==> src/hdl/dlmm_pkg.sv <==
// Shared types and constants of the DNA line motif matcher.
package dlmm_pkg;

    localparam logic [7:0] CHAR_LOWER_A = 8'h61;
    localparam logic [7:0] CHAR_LOWER_Z = 8'h7A;
    localparam logic [7:0] CASE_OFFSET  = 8'h20;
    localparam logic [7:0] CHAR_A       = 8'h41;
    localparam logic [7:0] CHAR_C       = 8'h43;
    localparam logic [7:0] CHAR_G       = 8'h47;
    localparam logic [7:0] CHAR_T       = 8'h54;

    localparam logic [1:0] SYM_A = 2'd0;
    localparam logic [1:0] SYM_C = 2'd1;
    localparam logic [1:0] SYM_G = 2'd2;
    localparam logic [1:0] SYM_T = 2'd3;

    localparam logic [1:0] CFG_MOTIF_CODE   = 2'd0;
    localparam logic [1:0] CFG_MOTIF_LENGTH = 2'd1;
    localparam logic [1:0] CFG_MOTIF_BAD    = 2'd2;

    localparam int QUEUE_DEPTH = 4;
    localparam int QUEUE_PTR_W = 2;
    localparam int QUEUE_CNT_W = 3;

    typedef struct packed {
        logic       is_end;
        logic       sym_ok;
        logic [1:0] sym_code;
    } sym_item_t;

endpackage

==> src/hdl/dna_line_motif_matcher_top.sv <==
// Top level of the DNA line motif matcher: configuration registers and part wiring.
//
// The block takes one text byte or line-end marker per cycle and gives one result per
// line end. When nothing is queued ahead of the marker, it moves from the queue into
// the result register, which holds its result until it is transferred. A classifier
// folds case and codes each byte, a four-entry queue holds the coded items,
// and the matcher shifts each symbol into its window and does the masked motif compare
// in the same cycle, so the sustained rate is one item per cycle. The matcher holds back
// a line end only while its result register is full and stalled; the input stalls only
// when the queue is full. Configuration must be written while no line is in flight.
module dna_line_motif_matcher_top
    import dlmm_pkg::*;
#(
    parameter int MAX_MOTIF       = 32,
    parameter int LINE_COUNT_BITS = 16
)
(
    input  logic        clk,
    input  logic        rst_n,
    input  logic        in_valid,
    output logic        in_stall,
    input  logic [7:0]  text_byte,
    input  logic        is_line_end,
    output logic        out_valid,
    input  logic        out_stall,
    output logic [15:0] line_index,
    output logic        line_valid,
    output logic        motif_found,
    input  logic        cfg_valid,
    output logic        cfg_ready,
    input  logic [1:0]  cfg_index,
    input  logic [63:0] cfg_data
);

    logic [63:0] motif_code_reg;
    logic [5:0]  motif_length_reg;
    logic        motif_bad_reg;

    sym_item_t   front_item;
    sym_item_t   head_item;
    logic        queue_full;
    logic        queue_not_empty;
    logic        queue_pop;
    logic        in_push;

    assign cfg_ready = 1'b1;
    assign in_stall  = queue_full;
    assign in_push   = in_valid && !queue_full;

    always_ff @(posedge clk or negedge rst_n)
    begin
        if (!rst_n)
        begin
            motif_code_reg   <= '0;
            motif_length_reg <= '0;
            motif_bad_reg    <= 1'b0;
        end
        else if (cfg_valid && cfg_ready)
        begin
            unique case (cfg_index)
                CFG_MOTIF_CODE:   motif_code_reg   <= cfg_data;
                CFG_MOTIF_LENGTH: motif_length_reg <= cfg_data[5:0];
                CFG_MOTIF_BAD:    motif_bad_reg    <= cfg_data[0];
                default:          motif_bad_reg    <= motif_bad_reg;
            endcase
        end
    end

    dlmm_front u_front
    (
        .text_byte   (text_byte),
        .is_line_end (is_line_end),
        .item        (front_item)
    );

    dlmm_queue u_queue
    (
        .clk       (clk),
        .rst_n     (rst_n),
        .push      (in_push),
        .push_item (front_item),
        .pop       (queue_pop),
        .full      (queue_full),
        .not_empty (queue_not_empty),
        .head_item (head_item)
    );

    dlmm_back #(
        .MAX_MOTIF       (MAX_MOTIF),
        .LINE_COUNT_BITS (LINE_COUNT_BITS)
    ) u_back
    (
        .clk          (clk),
        .rst_n        (rst_n),
        .item_ready   (queue_not_empty),
        .item         (head_item),
        .pop          (queue_pop),
        .motif_code   (motif_code_reg),
        .motif_length (motif_length_reg),
        .motif_bad    (motif_bad_reg),
        .out_valid    (out_valid),
        .out_stall    (out_stall),
        .line_index   (line_index),
        .line_valid   (line_valid),
        .motif_found  (motif_found)
    );

endmodule

==> src/hdl/dlmm_front.sv <==
// Front end: folds case and classifies each accepted byte into a symbol item.
module dlmm_front
    import dlmm_pkg::*;
(
    input  logic      [7:0] text_byte,
    input  logic            is_line_end,
    output sym_item_t       item
);

    logic [7:0] folded;

    always_comb
    begin
        folded = text_byte;
        if (text_byte >= CHAR_LOWER_A && text_byte <= CHAR_LOWER_Z)
        begin
            folded = text_byte - CASE_OFFSET;
        end
        item.is_end   = is_line_end;
        item.sym_ok   = 1'b1;
        item.sym_code = SYM_A;
        unique case (folded)
            CHAR_A: item.sym_code = SYM_A;
            CHAR_C: item.sym_code = SYM_C;
            CHAR_G: item.sym_code = SYM_G;
            CHAR_T: item.sym_code = SYM_T;
            default: item.sym_ok = 1'b0;
        endcase
    end

endmodule

==> src/hdl/dlmm_queue.sv <==
// Short queue of classified items between the front end and the matcher.
module dlmm_queue
    import dlmm_pkg::*;
(
    input  logic      clk,
    input  logic      rst_n,
    input  logic      push,
    input  sym_item_t push_item,
    input  logic      pop,
    output logic      full,
    output logic      not_empty,
    output sym_item_t head_item
);

    sym_item_t                entries [QUEUE_DEPTH];
    logic [QUEUE_PTR_W-1:0]   wr_ptr_reg;
    logic [QUEUE_PTR_W-1:0]   rd_ptr_reg;
    logic [QUEUE_CNT_W-1:0]   count_reg;
    logic [QUEUE_CNT_W-1:0]   count_next;

    assign full      = (count_reg == QUEUE_CNT_W'(QUEUE_DEPTH));
    assign not_empty = (count_reg != '0);
    assign head_item = entries[rd_ptr_reg];

    always_comb
    begin
        count_next = count_reg;
        if (push && !pop)
        begin
            count_next = count_reg + 1'b1;
        end
        else if (pop && !push)
        begin
            count_next = count_reg - 1'b1;
        end
    end

    always_ff @(posedge clk or negedge rst_n)
    begin
        if (!rst_n)
        begin
            wr_ptr_reg <= '0;
            rd_ptr_reg <= '0;
            count_reg  <= '0;
        end
        else
        begin
            if (push)
            begin
                wr_ptr_reg <= wr_ptr_reg + 1'b1;
            end
            if (pop)
            begin
                rd_ptr_reg <= rd_ptr_reg + 1'b1;
            end
            count_reg <= count_next;
        end
    end

    always_ff @(posedge clk)
    begin
        if (push)
        begin
            entries[wr_ptr_reg] <= push_item;
        end
    end

endmodule

==> src/hdl/dlmm_back.sv <==
// Back end: sliding symbol window, motif compare, line counter and result register.
module dlmm_back
    import dlmm_pkg::*;
#(
    parameter int MAX_MOTIF       = 32,
    parameter int LINE_COUNT_BITS = 16
)
(
    input  logic        clk,
    input  logic        rst_n,
    input  logic        item_ready,
    input  sym_item_t   item,
    output logic        pop,
    input  logic [63:0] motif_code,
    input  logic [5:0]  motif_length,
    input  logic        motif_bad,
    output logic        out_valid,
    input  logic        out_stall,
    output logic [15:0] line_index,
    output logic        line_valid,
    output logic        motif_found
);

    localparam int WIN_W  = 2 * MAX_MOTIF;
    localparam int SEEN_W = $clog2(MAX_MOTIF + 1);

    logic [WIN_W-1:0]           win_reg;
    logic [WIN_W-1:0]           win_next;
    logic [SEEN_W-1:0]          seen_reg;
    logic [SEEN_W-1:0]          seen_next;
    logic                       ok_reg;
    logic                       ok_next;
    logic                       match_reg;
    logic                       match_next;
    logic [LINE_COUNT_BITS-1:0] count_reg;
    logic [LINE_COUNT_BITS-1:0] count_next;
    logic                       out_valid_reg;
    logic                       out_valid_next;
    logic [15:0]                index_reg;
    logic [15:0]                index_next;
    logic                       valid_reg;
    logic                       valid_next;
    logic                       found_reg;
    logic                       found_next;

    logic                       out_free;
    logic                       len_fits;
    logic [6:0]                 align_shift;
    logic [WIN_W-1:0]           aligned_motif;
    logic [WIN_W-1:0]           motif_mask;
    logic [WIN_W-1:0]           shifted_win;
    logic [SEEN_W-1:0]          inc_seen;
    logic                       match_now;
    logic [32:0]                count_ext;

    assign out_free = !out_valid_reg || !out_stall;
    assign pop      = item_ready && (!item.is_end || out_free);

    assign len_fits      = (motif_length != '0) && (7'(motif_length) <= 7'(MAX_MOTIF));
    assign align_shift   = 7'(WIN_W) - {motif_length, 1'b0};
    assign aligned_motif = motif_code[WIN_W-1:0] << align_shift;
    assign motif_mask    = {WIN_W{1'b1}} << align_shift;

    assign shifted_win = {item.sym_code, win_reg[WIN_W-1:2]};
    assign inc_seen    = (seen_reg == SEEN_W'(MAX_MOTIF)) ? seen_reg : seen_reg + 1'b1;
    assign match_now   = len_fits && !motif_bad && (7'(inc_seen) >= 7'(motif_length))
                         && (((shifted_win ^ aligned_motif) & motif_mask) == '0);
    assign count_ext   = 33'(count_reg);

    always_comb
    begin
        win_next       = win_reg;
        seen_next      = seen_reg;
        ok_next        = ok_reg;
        match_next     = match_reg;
        count_next     = count_reg;
        out_valid_next = out_valid_reg && out_stall;
        index_next     = index_reg;
        valid_next     = valid_reg;
        found_next     = found_reg;
        if (pop)
        begin
            if (item.is_end)
            begin
                out_valid_next = 1'b1;
                index_next     = (count_ext > 33'h0FFFF) ? 16'hFFFF : count_ext[15:0];
                valid_next     = ok_reg;
                found_next     = !motif_bad && ok_reg
                                 && ((motif_length == '0) || match_reg);
                if (ok_reg && (count_reg != {LINE_COUNT_BITS{1'b1}}))
                begin
                    count_next = count_reg + 1'b1;
                end
                win_next   = '0;
                seen_next  = '0;
                ok_next    = 1'b1;
                match_next = 1'b0;
            end
            else if (!item.sym_ok)
            begin
                ok_next = 1'b0;
            end
            else
            begin
                win_next  = shifted_win;
                seen_next = inc_seen;
                if (match_now)
                begin
                    match_next = 1'b1;
                end
            end
        end
    end

    always_ff @(posedge clk or negedge rst_n)
    begin
        if (!rst_n)
        begin
            win_reg       <= '0;
            seen_reg      <= '0;
            ok_reg        <= 1'b1;
            match_reg     <= 1'b0;
            count_reg     <= '0;
            out_valid_reg <= 1'b0;
        end
        else
        begin
            win_reg       <= win_next;
            seen_reg      <= seen_next;
            ok_reg        <= ok_next;
            match_reg     <= match_next;
            count_reg     <= count_next;
            out_valid_reg <= out_valid_next;
        end
    end

    always_ff @(posedge clk)
    begin
        index_reg <= index_next;
        valid_reg <= valid_next;
        found_reg <= found_next;
    end

    assign out_valid   = out_valid_reg;
    assign line_index  = index_reg;
    assign line_valid  = valid_reg;
    assign motif_found = found_reg;

endmodule

==> config.mk <==
export PLATFORM = sky130hd
export DESIGN_NAME = dna_line_motif_matcher_top
export DESIGN_NICKNAME = d
export VERILOG_FILES = /design/src/hdl/dlmm_pkg.sv /design/src/hdl/dna_line_motif_matcher_top.sv /design/src/hdl/dlmm_front.sv /design/src/hdl/dlmm_queue.sv /design/src/hdl/dlmm_back.sv
export SDC_FILE = /design/constraint.sdc
export NUM_CORES = 1
export LEC_CHECK = 0
export BUFFER_PORTS_ARGS = -buffer_cell sky130_fd_sc_hd__buf_2
export CAP_MARGIN = 25
export CELL_PAD_IN_SITES_DETAIL_PLACEMENT = 1
export CELL_PAD_IN_SITES_GLOBAL_PLACEMENT = 1
export CORE_MARGIN = 3
export CORE_UTILIZATION = 35
export CTS_CLUSTER_DIAMETER = 200
export DETAILED_ROUTE_END_ITERATION = 6
export PLACE_DENSITY = 0.59
export SLEW_MARGIN = 40
export SYNTH_ARGS = -nofsm -noshare
export SYNTH_HDL_FRONTEND = slang
export SYNTH_SLANG_ARGS = --single-unit
==> constraint.sdc <==
create_clock -name clk -period 7 [get_ports clk]
set_input_delay 1.4 -clock clk [delete_from_list [all_inputs] [get_ports clk]]
set_output_delay 1.4 -clock clk [all_outputs]
set_load 0.02 [all_outputs]
==> summary.txt, run 1 <==
Status - finished, final reports clean
Fin. Hold Viols - 0
Post-synthesis area per instance - 11.89 sq um
Die Footprint - 38120 sq um
CP max stage delay - 570 ps
Clock latency on the worst-skew pair - 470 ps
Vias - 9342
CP Capture Type - flop
Met3 Routed Length - 1967 um
RSZ-0062 raised after global routing - false
Worst path bufs/invs - 4
DRC errors left - 0
Vias in the first global route - 9468
Simple-gate portion of the synthesized area - 8.883%
Hold Crit Start - u_back.count_reg[11]$_DFFE_PN0P_
Fin. max-slew vios - 0
CTS Buffer Depth - 2
DP HPWL - 27960 um
# hold bufs at CTS - 0
Final GP Congestion - 0.8951
Synth top area share - 32.74%
Fraction of layout cells with a size suffix above 1 - 29.18%
Worst Path Required - 7410 ps
Die Width - 195.3 um
Max capacitance violation total - 0
Main combinational cell family by area after synthesis - multiplexers
Leakage power - 5.830 nW
Std-Cell Rows - 68
Primary FF master, synth - dfrtp_1
Arrival @ worst endpoint - 5220 ps
IO Pins - 101
PwrDens - 391.9 nW/um^2
Worst slew pin tran - 903.0 ps
Top post-synthesis cells by area - dfrtp_1 (33%), mux4_2 (13%), mux2_2 (8.2%)
Fillers - 3774
# port buffers - 99
Synth Cell Area - 12540 sq um
CTS tree - built
Skew final - 10.79 ps
Critical path's slowest cell - mux4_2
Post-Synth XOR/XNOR Area - 5.380%
Core Footprint - 34880 sq um
Largest net degree at the start of global routing - 73
Mapped Nets - 1154
Distinct cells, synth - 74
DRT met1 WL - 17710 um
GRT overflow - 0
Multiplexer area fraction after synthesis - 25.71%
Worst Path Max Fanout - 36
Async SR Flop Fraction - 82.91%
Highest Signal Layer - met4
Antenna Nets Post-Route - 0
Cells after Synth - 1054
CTS Sinks - 199
Clock root buffer master - clkbuf_16
DRT Pass-1 Iters - 5
Drt wl/cell - 23.88 um
Seq/Total Area, Yosys - 41.09%
Chip Height - 195.3 um
Finish-stage setup viols - 0
CP Class - flop to flop
Rel. slew slack - 39.80%
Peak supply drop - 209.7 uV
Crit path launch - motif_length_reg[1]$_DFFE_PN0P_
Antenna violations before repair - 0
Global-route wire length before repair - 59050 um
Post-CTS Setup Bufs - 0
Max FFs per register - 64
Startpoint Class - flop
Area Growth Syn to Fin - 12.10%
Resized cells post-CTS - 0
Part of the cycle the worst path needs - 68.75%
Most frequent cells in the layout - dfrtp_1 (163), buf_2 (98), mux2_2 (91)
Initial Util - 35.94%
Commonest non-fill, non-tap cell in the layout - dfrtp_1
Seq cells post-synth - 199
Leading area contributor after synthesis - dfrtp_1
Worst min path class - flop to flop
Utilization after layout - 40.28%
Post-synthesis compound-gate area fraction - 13.44%
DR WL met2 - 17070 um
# nets final - 1211
CP cell instances - inv_1, ha_4, inv_1, ha_4, buf_12, buf_4, mux4_2, mux2i_1, o21ai_0, a221o_1, nand2_1, o311ai_0, or4_4, o41ai_2, a31o_1
Fmax achieved - 207.8 MHz
Min cycle time layout - 4813 ps
Post-Synth Adder-Cell Area - 2.056%
DRT iter0 DRCs - 734
Clk slew on worst S/H paths - 80 ps
Diodes inserted - 0
Delay-heaviest family, CP - compound AO/OA/AOI/OAI gates
Placed inst area - 13420 sq um
Reg2reg start - motif_length_reg[1]$_DFFE_PN0P_
Drt via density - 5.916
Final Cell Area - 14050 sq um
Final wirelength - 37710 um
Num CTS Buffers - 17
H-tree depth - 4
Synth Warn # - 0
Number of synthesized flops with an enable pin - 34
Total track usage - 20.07%
Setup TNS - 0 ps
-- final cells by class --
| class | count | area (sq um) | area share [%] |
|---|---|---|---|
| Timing Repair Buffer | 113 | 630.6 | 4.488 |
| Sequential cell | 199 | 5152 | 36.67 |
| Clock buffer | 17 | 425.4 | 3.027 |
| Inverter | 19 | 71.32 | 0.5075 |
| Clock inverter | 15 | 178.9 | 1.273 |
| Multi-Input combinational cell | 761 | 7024 | 49.99 |
| Tap cell | 455 | 569.3 | 4.051 |
-- Yosys cell counts, drive strengths merged (6+ instances only) --
master and number:
ha 19, and3 6, edfxtp 34, a21oi 37, a211oi 6, nor4 7
mux2i 55, a31oi 8, o211ai 8, mux4 73, a211o 6, buf 44
nor3b 6, a22oi 8, nand4 10, mux2 91, a22o 68, nor2 44
o21ai 28, nand3 18, and2 10, dfrtp 164, xor2 32, nand2b 13
nor2b 8, xnor2 45, inv 18, o22ai 6, nor3 15, a2bb2oi 8
a2111oi 6, a311oi 6, clkbuf 31, nand2 62
-- cell families (layout without fill, tap and decap cells) --
| family | Yosys count | in the layout |
|---|---|---|
| adders and majority gates | 20 | 20 |
| xor gates and xnor gates | 77 | 77 |
| muxes | 219 | 219 |
| AOI/OAI and AO/OA | 226 | 226 |
| DFF | 199 | 199 |
| and+or+nand+nor | 218 | 218 |
| buffers and inverters | 94 | 164 |
| other | 1 | 1 |
-- layer usage --
metal	up-vias	GRT usage, %
li1	4166	-
met1	4868	29.39
met2	257	30.12
met3	51	3.761
met4	0	6.549
met5	-	0
-- where the power goes --
part / switching, mW / leakage (nW) / internal [mW]
clock: 0.503 / 0.297 / 0.512
combinational: 1.69 / 3.07 / 1.18
sequential: 0.222 / 2.46 / 1.40
total: 2.41 / 5.83 / 3.09
-- per-stage QoR --
| stage | power [mW] | hold slack, ps | cells | setup WS [ps] |
|---|---|---|---|---|
| final | 5.507 | 499.4 | 1579 | 2187 |
| after global routing | 5.855 | 508.3 | 1579 | 1843 |
| after CTS | 5.534 | 500.0 | 1578 | 1993 |
| after detailed placement | 4.500 | 489.1 | 1546 | 2037 |
| after global placement | 4.469 | 483.5 | 1546 | 2112 |
| after floorplan | 3.645 | 450.9 | 1054 | 2401 |
-- final timing paths --
path                                                    end  slack [ps]  cells after the start
hold reg to reg            u_back.count_reg[11]$_DFFE_PN0P_         500                      1
setup reg to reg               u_back.match_reg$_DFFE_PN0P_        2190                     15
setup / recovery               u_back.match_reg$_DFFE_PN0P_        2190                     15
min in group asynchronous    u_back.win_reg[33]$_DFFE_PN0P_         820                      1
max in group asynchronous    motif_code_reg[17]$_DFFE_PN0P_        5240                      2
hold / removal             u_back.count_reg[11]$_DFFE_PN0P_         500                      1
Power figures use the tool's default switching activity.
==> run 2, diff against run 1 <==
==> constraint.sdc (replaced) <==
create_clock -name clk -period 4.5 [get_ports clk]
set_input_delay 0.9 -clock clk [delete_from_list [all_inputs] [get_ports clk]]
set_output_delay 0.9 -clock clk [all_outputs]
set_load 0.02 [all_outputs]
==> summary.txt, run 2 (synthesis results as in run 1) <==
Status - finished, final reports clean
Num CTS Buffers - 17
DRT iter0 DRCs - 740
Diodes inserted - 0
Area Growth Syn to Fin - 14.17%
Post-CTS Setup Bufs - 0
Fin. Hold Viols - 0
Sequential cell area - 5152 sq um
DRT Pass-1 Iters - 4
Fin. max-slew vios - 0
Vias in the first global route - 9601
Startpoint Class - flop
R2R Path End - u_back.match_reg$_DFFE_PN0P_
NetSw - 3.897 mW
Core Footprint - 34880 sq um
# hold bufs at CTS - 0
Post-placement worst setup slack - 156.6 ps
Clk slew on worst S/H paths - 80 ps
Chip Height - 195.3 um
Final GP Congestion - 0.9079
Finish-stage setup viols - 0
Skew final - 17.07 ps
Min cycle time layout - 4154 ps
Worst min path class - input pin to async pin
Most frequent cells in the layout - dfrtp_1 (163), buf_2 (98), mux2_2 (91)
DP HPWL - 29330 um
Utilization after layout - 41.03%
Worst Reg2Reg Path Length in Cells - 13
Std-Cell Rows - 68
CP Class - flop to flop
Delay-heaviest family, CP - multiplexers
Antenna Nets Post-Route - 0
Arrival @ worst endpoint - 4560 ps
DRC errors left - 0
Worst slew pin tran - 851.4 ps
Setup TNS - 0 ps
Clock latency on the worst-skew pair - 470 ps
Logic gate share of total power - 53.4%
H-tree depth - 4
PwrDens - 617.5 nW/um^2
Max FFs per register - 64
GRT overflow - 0
Multi-input logic area - 7024 sq um
Initial Util - 35.94%
Non-Filler Instances - 1602
CTS tree - built
Fmax achieved - 240.7 MHz
CTS Buffer Depth - 2
IO Pins - 101
Part of the cycle the worst path needs - 92.31%
# nets final - 1234
RSZ-0062 raised after global routing - false
Rel. slew slack - 42.96%
Worst Path Max Fanout - 24
CP cell instances - inv_1, ha_4, inv_1, ha_4, buf_16, mux4_2, mux4_2, mux2i_1, mux2i_1, a2111oi_2, nand3_1, nor4bb_1, a31o_1
Final wirelength - 39250 um
Critical path's slowest cell - mux4_2
Fraction of layout cells with a size suffix above 1 - 30.60%
Clock root buffer master - clkbuf_16
Worst path depth - 13
Max capacitance violation total - 0
CP Capture Type - flop
Setup slack, reg-to-reg - 350 ps
Die Width - 195.3 um
Commonest non-fill, non-tap cell in the layout - dfrtp_1
Vias - 9435
Die Footprint - 38120 sq um
Drt wl/cell - 24.50 um
Antenna violations before repair - 0
# port buffers - 99
Peak supply drop - 313.7 uV
Switch share - 44.09%
Worst path bufs/invs - 3
Leakage power - 5.978 nW
Clk pwr share - 18.1%
Largest net degree at the start of global routing - 80
Crit path launch - motif_length_reg[1]$_DFFE_PN0P_
Critical path endpoint - u_back.match_reg$_DFFE_PN0P_
Global-route wire length before repair - 60420 um
Internal power - 4.942 mW
Reg2reg start - motif_length_reg[1]$_DFFE_PN0P_
Reg power frac - 28.6%
Placed cells - 1568
Worst Path Required - 4910 ps
CTS Sinks - 199
Fillers - 3745
Total track usage - 20.52%
Drt via density - 5.890
CP max stage delay - 580 ps
Post-route setup slack - 346.0 ps
-- run 2: cell types whose count changed in the layout (fill, tap and decap cells not counted), sizes merged --
cell and change:
buf +21, clkbuf +3, bufinv -1, clkinv -1, inv +1
-- run 2: metrics by stage --
step / total power [mW] / hold slack [ps] / cell area [sq um]
after detailed placement: 7.160 / 493.7 / 13640
after global routing: 9.332 / 491.2 / 14310
final: 8.838 / 432.7 / 14310
after floorplan: 5.675 / 450.9 / 12540
after CTS: 8.788 / 464.3 / 14250
after global placement: 7.110 / 477.7 / 13640
-- run 2: per-layer routing --
metal  up-vias  GRT usage, %  share of wire (%)  wire (um)
li1       4208             -                  -          -
met1      4930         30.31                 48      18700
met2       259         31.34                 46      18010
met3        38         2.709                4.4       1732
met4         0         6.654                2.1        809
met5         -             0                  0          0
-- run 2: what timing repair did --
item / CTS / global route
endpoints found under the setup margin: 0 / 1
endpoints found under the hold margin: 0 / 0
gates resized for setup: 0 / 3
-- run 2: worst min-delay path by stage --
stage                                    start                              end  slack [ps]
3_3_place_gp   u_back.count_reg[6]$_DFFE_PN0P_  u_back.count_reg[6]$_DFFE_PN0P_         480
5_1_grt                                  rst_n   u_back.win_reg[45]$_DFFE_PN0P_         490
4_1_cts                                  rst_n   u_back.win_reg[40]$_DFFE_PN0P_         460
3_5_place_dp   u_back.count_reg[4]$_DFFE_PN0P_  u_back.count_reg[4]$_DFFE_PN0P_         490
2_1_floorplan  u_back.count_reg[4]$_DFFE_PN0P_  u_back.count_reg[4]$_DFFE_PN0P_         450
6_report                                 rst_n   u_back.win_reg[47]$_DFFE_PN0P_         430
-- run 2: power groups by stage --
stage,clock network [mW],logic (mW),registers (mW)
final,1.60,4.72,2.52
after global placement,0,4.57,2.54
after detailed placement,0,4.60,2.56
after floorplan,0,3.16,2.52
after CTS,1.65,4.61,2.53
after global routing,1.73,5.03,2.58
-- run 2: area by class of cell --
type                    count  area share (%)
clock inverters            14           1.198
multi-input cells         761           49.08
well taps                 455           3.978
clock buffers              18           3.068
repair buffers            136           6.181
inverters                  19          0.4983
flip-flops and latches    199           36.00
==> run 3, diff against run 2 <==
--- a/config.mk
+++ b/config.mk
@@ -10,10 +10,10 @@
 export CELL_PAD_IN_SITES_DETAIL_PLACEMENT = 1
 export CELL_PAD_IN_SITES_GLOBAL_PLACEMENT = 1
 export CORE_MARGIN = 3
-export CORE_UTILIZATION = 35
+export CORE_UTILIZATION = 40
 export CTS_CLUSTER_DIAMETER = 200
 export DETAILED_ROUTE_END_ITERATION = 6
-export PLACE_DENSITY = 0.59
+export PLACE_DENSITY = 0.66
 export SLEW_MARGIN = 40
 export SYNTH_ARGS = -nofsm -noshare
 export SYNTH_HDL_FRONTEND = slang
==> summary.txt, run 3 (synthesis results as in run 1) <==
Drt wl/cell - 24.65 um
Final Cell Area - 14270 sq um
Post-CTS Setup Bufs - 0
Commonest non-fill, non-tap cell in the layout - dfrtp_1
Clk slew on worst S/H paths - 90 ps
Post-route setup slack - 333.7 ps
Final wirelength - 38240 um
Die Footprint - 33500 sq um
Num CTS Buffers - 17
Skew final - 14.71 ps
Max FFs per register - 64
Worst Reg2Reg Path Length in Cells - 13
Total track usage - 23.41%
Rel. slew slack - 44.99%
Initial Util - 40.77%
CP Class - flop to flop
CTS Buffer Depth - 2
Chip Height - 183.0 um
Part of the cycle the worst path needs - 92.58%
H-tree depth - 4
Worst min path class - input pin to async pin
Leakage power - 5.993 nW
Std-Cell Rows - 64
Fraction of layout cells with a size suffix above 1 - 30.85%
Min cycle time layout - 4166 ps
Status - finished, final reports clean
Clock root buffer master - clkbuf_16
RSZ-0062 raised after global routing - false
Worst slew pin tran - 825.1 ps
# nets final - 1241
CTS tree - built
Peak supply drop - 376.6 uV
Fin. Hold Viols - 0
DP HPWL - 28700 um
CP Capture Type - flop
Die Width - 183.0 um
Fin. max-slew vios - 0
Most frequent cells in the layout - dfrtp_1 (163), buf_2 (98), mux2_2 (91)
Vias in the first global route - 9848
Antenna Nets Post-Route - 0
Sequential cell area - 5152 sq um
Setup TNS - 0 ps
Worst Path Required - 4900 ps
# hold bufs at CTS - 0
Post-placement worst setup slack - 241.6 ps
Final GP Congestion - 0.9674
Utilization after layout - 46.41%
Clock latency on the worst-skew pair - 460 ps
Max capacitance violation total - 0
# port buffers - 99
Arrival @ worst endpoint - 4570 ps
CTS Sinks - 199
Startpoint Class - flop
Global-route wire length before repair - 60180 um
Multi-input logic area - 7030 sq um
Core Footprint - 30750 sq um
Total power - 8.831 mW
PwrDens - 618.9 nW/um^2
Antenna violations before repair - 0
Vias - 9501
DRT Pass-1 Iters - 5
Drt via density - 6.126
Setup slack, reg-to-reg - 330 ps
IO Pins - 101
Resized cells post-CTS - 0
Worst Path Max Fanout - 16
Area Growth Syn to Fin - 13.83%
Fmax achieved - 240.0 MHz
DRT iter0 DRCs - 789
GRT overflow - 0
DRC errors left - 0
Finish-stage setup viols - 0
Largest net degree at the start of global routing - 76
Fillers - 3322
Placed inst area - 13640 sq um
run 3: worst paths after layout:
| kind | start | end |
|---|---|---|
| max | motif_length_reg[1]$_DFFE_PN0P_ | u_back.match_reg$_DFFE_PN0P_ |
| min | rst_n | u_back.win_reg[58]$_DFFE_PN0P_ |
| max reg2reg | motif_length_reg[1]$_DFFE_PN0P_ | u_back.match_reg$_DFFE_PN0P_ |
| min reg2reg | u_back.count_reg[4]$_DFFE_PN0P_ | u_back.line_index[4]$_DFFE_PP_ |
| max in group asynchronous | rst_n | u_back.ok_reg$_DFFE_PN1P_ |
| min in group clk | u_back.count_reg[4]$_DFFE_PN0P_ | u_back.line_index[4]$_DFFE_PP_ |
run 3: report_power, final:
group          leakage, nW  switching, mW  internal (mW)
registers             2.46          0.342           2.18
logic                 3.24           2.73           2.02
clock network        0.288          0.808          0.754
run 3: worst max-delay path, stage by stage (launching register included):
cell and delay, ps:
dfrtp_1 470, inv_1 170, ha_4 180, inv_1 70
ha_4 470, mux4_2 580, mux2i_1 450, o21ai_0 220
a221o_1 350, nand2_1 70, o311ai_0 110, or4_4 450
o41ai_2 340, a31o_1 180
run 3: through the flow:
| stage | hold WS, ps | instances |
|---|---|---|
| floorplan | 450.9 | 1054 |
| global placement | 478.9 | 1516 |
| detailed placement | 489.2 | 1517 |
| CTS | 429.5 | 1549 |
| global route | 448.0 | 1550 |
| finish | 404.9 | 1551 |
run 3: cell type report:
cell class,count,share of cell area (%)
diodes,1,0.01754
inverters,19,0.4998
multi-input cells,761,49.27
well taps,396,3.472
clock inverters,15,1.210
repair buffers,143,6.445
flip-flops and latches,199,36.11
clock buffers,17,2.981
run 3: metal layers:
metal  GRT usage (%)  up-vias  wire length (um)
li1                -     4225                 -
met1           34.48     4919             17810
met2           36.30      321             17770
met3           3.887       36              2003
met4           5.911        0               651
met5               0        -                 0
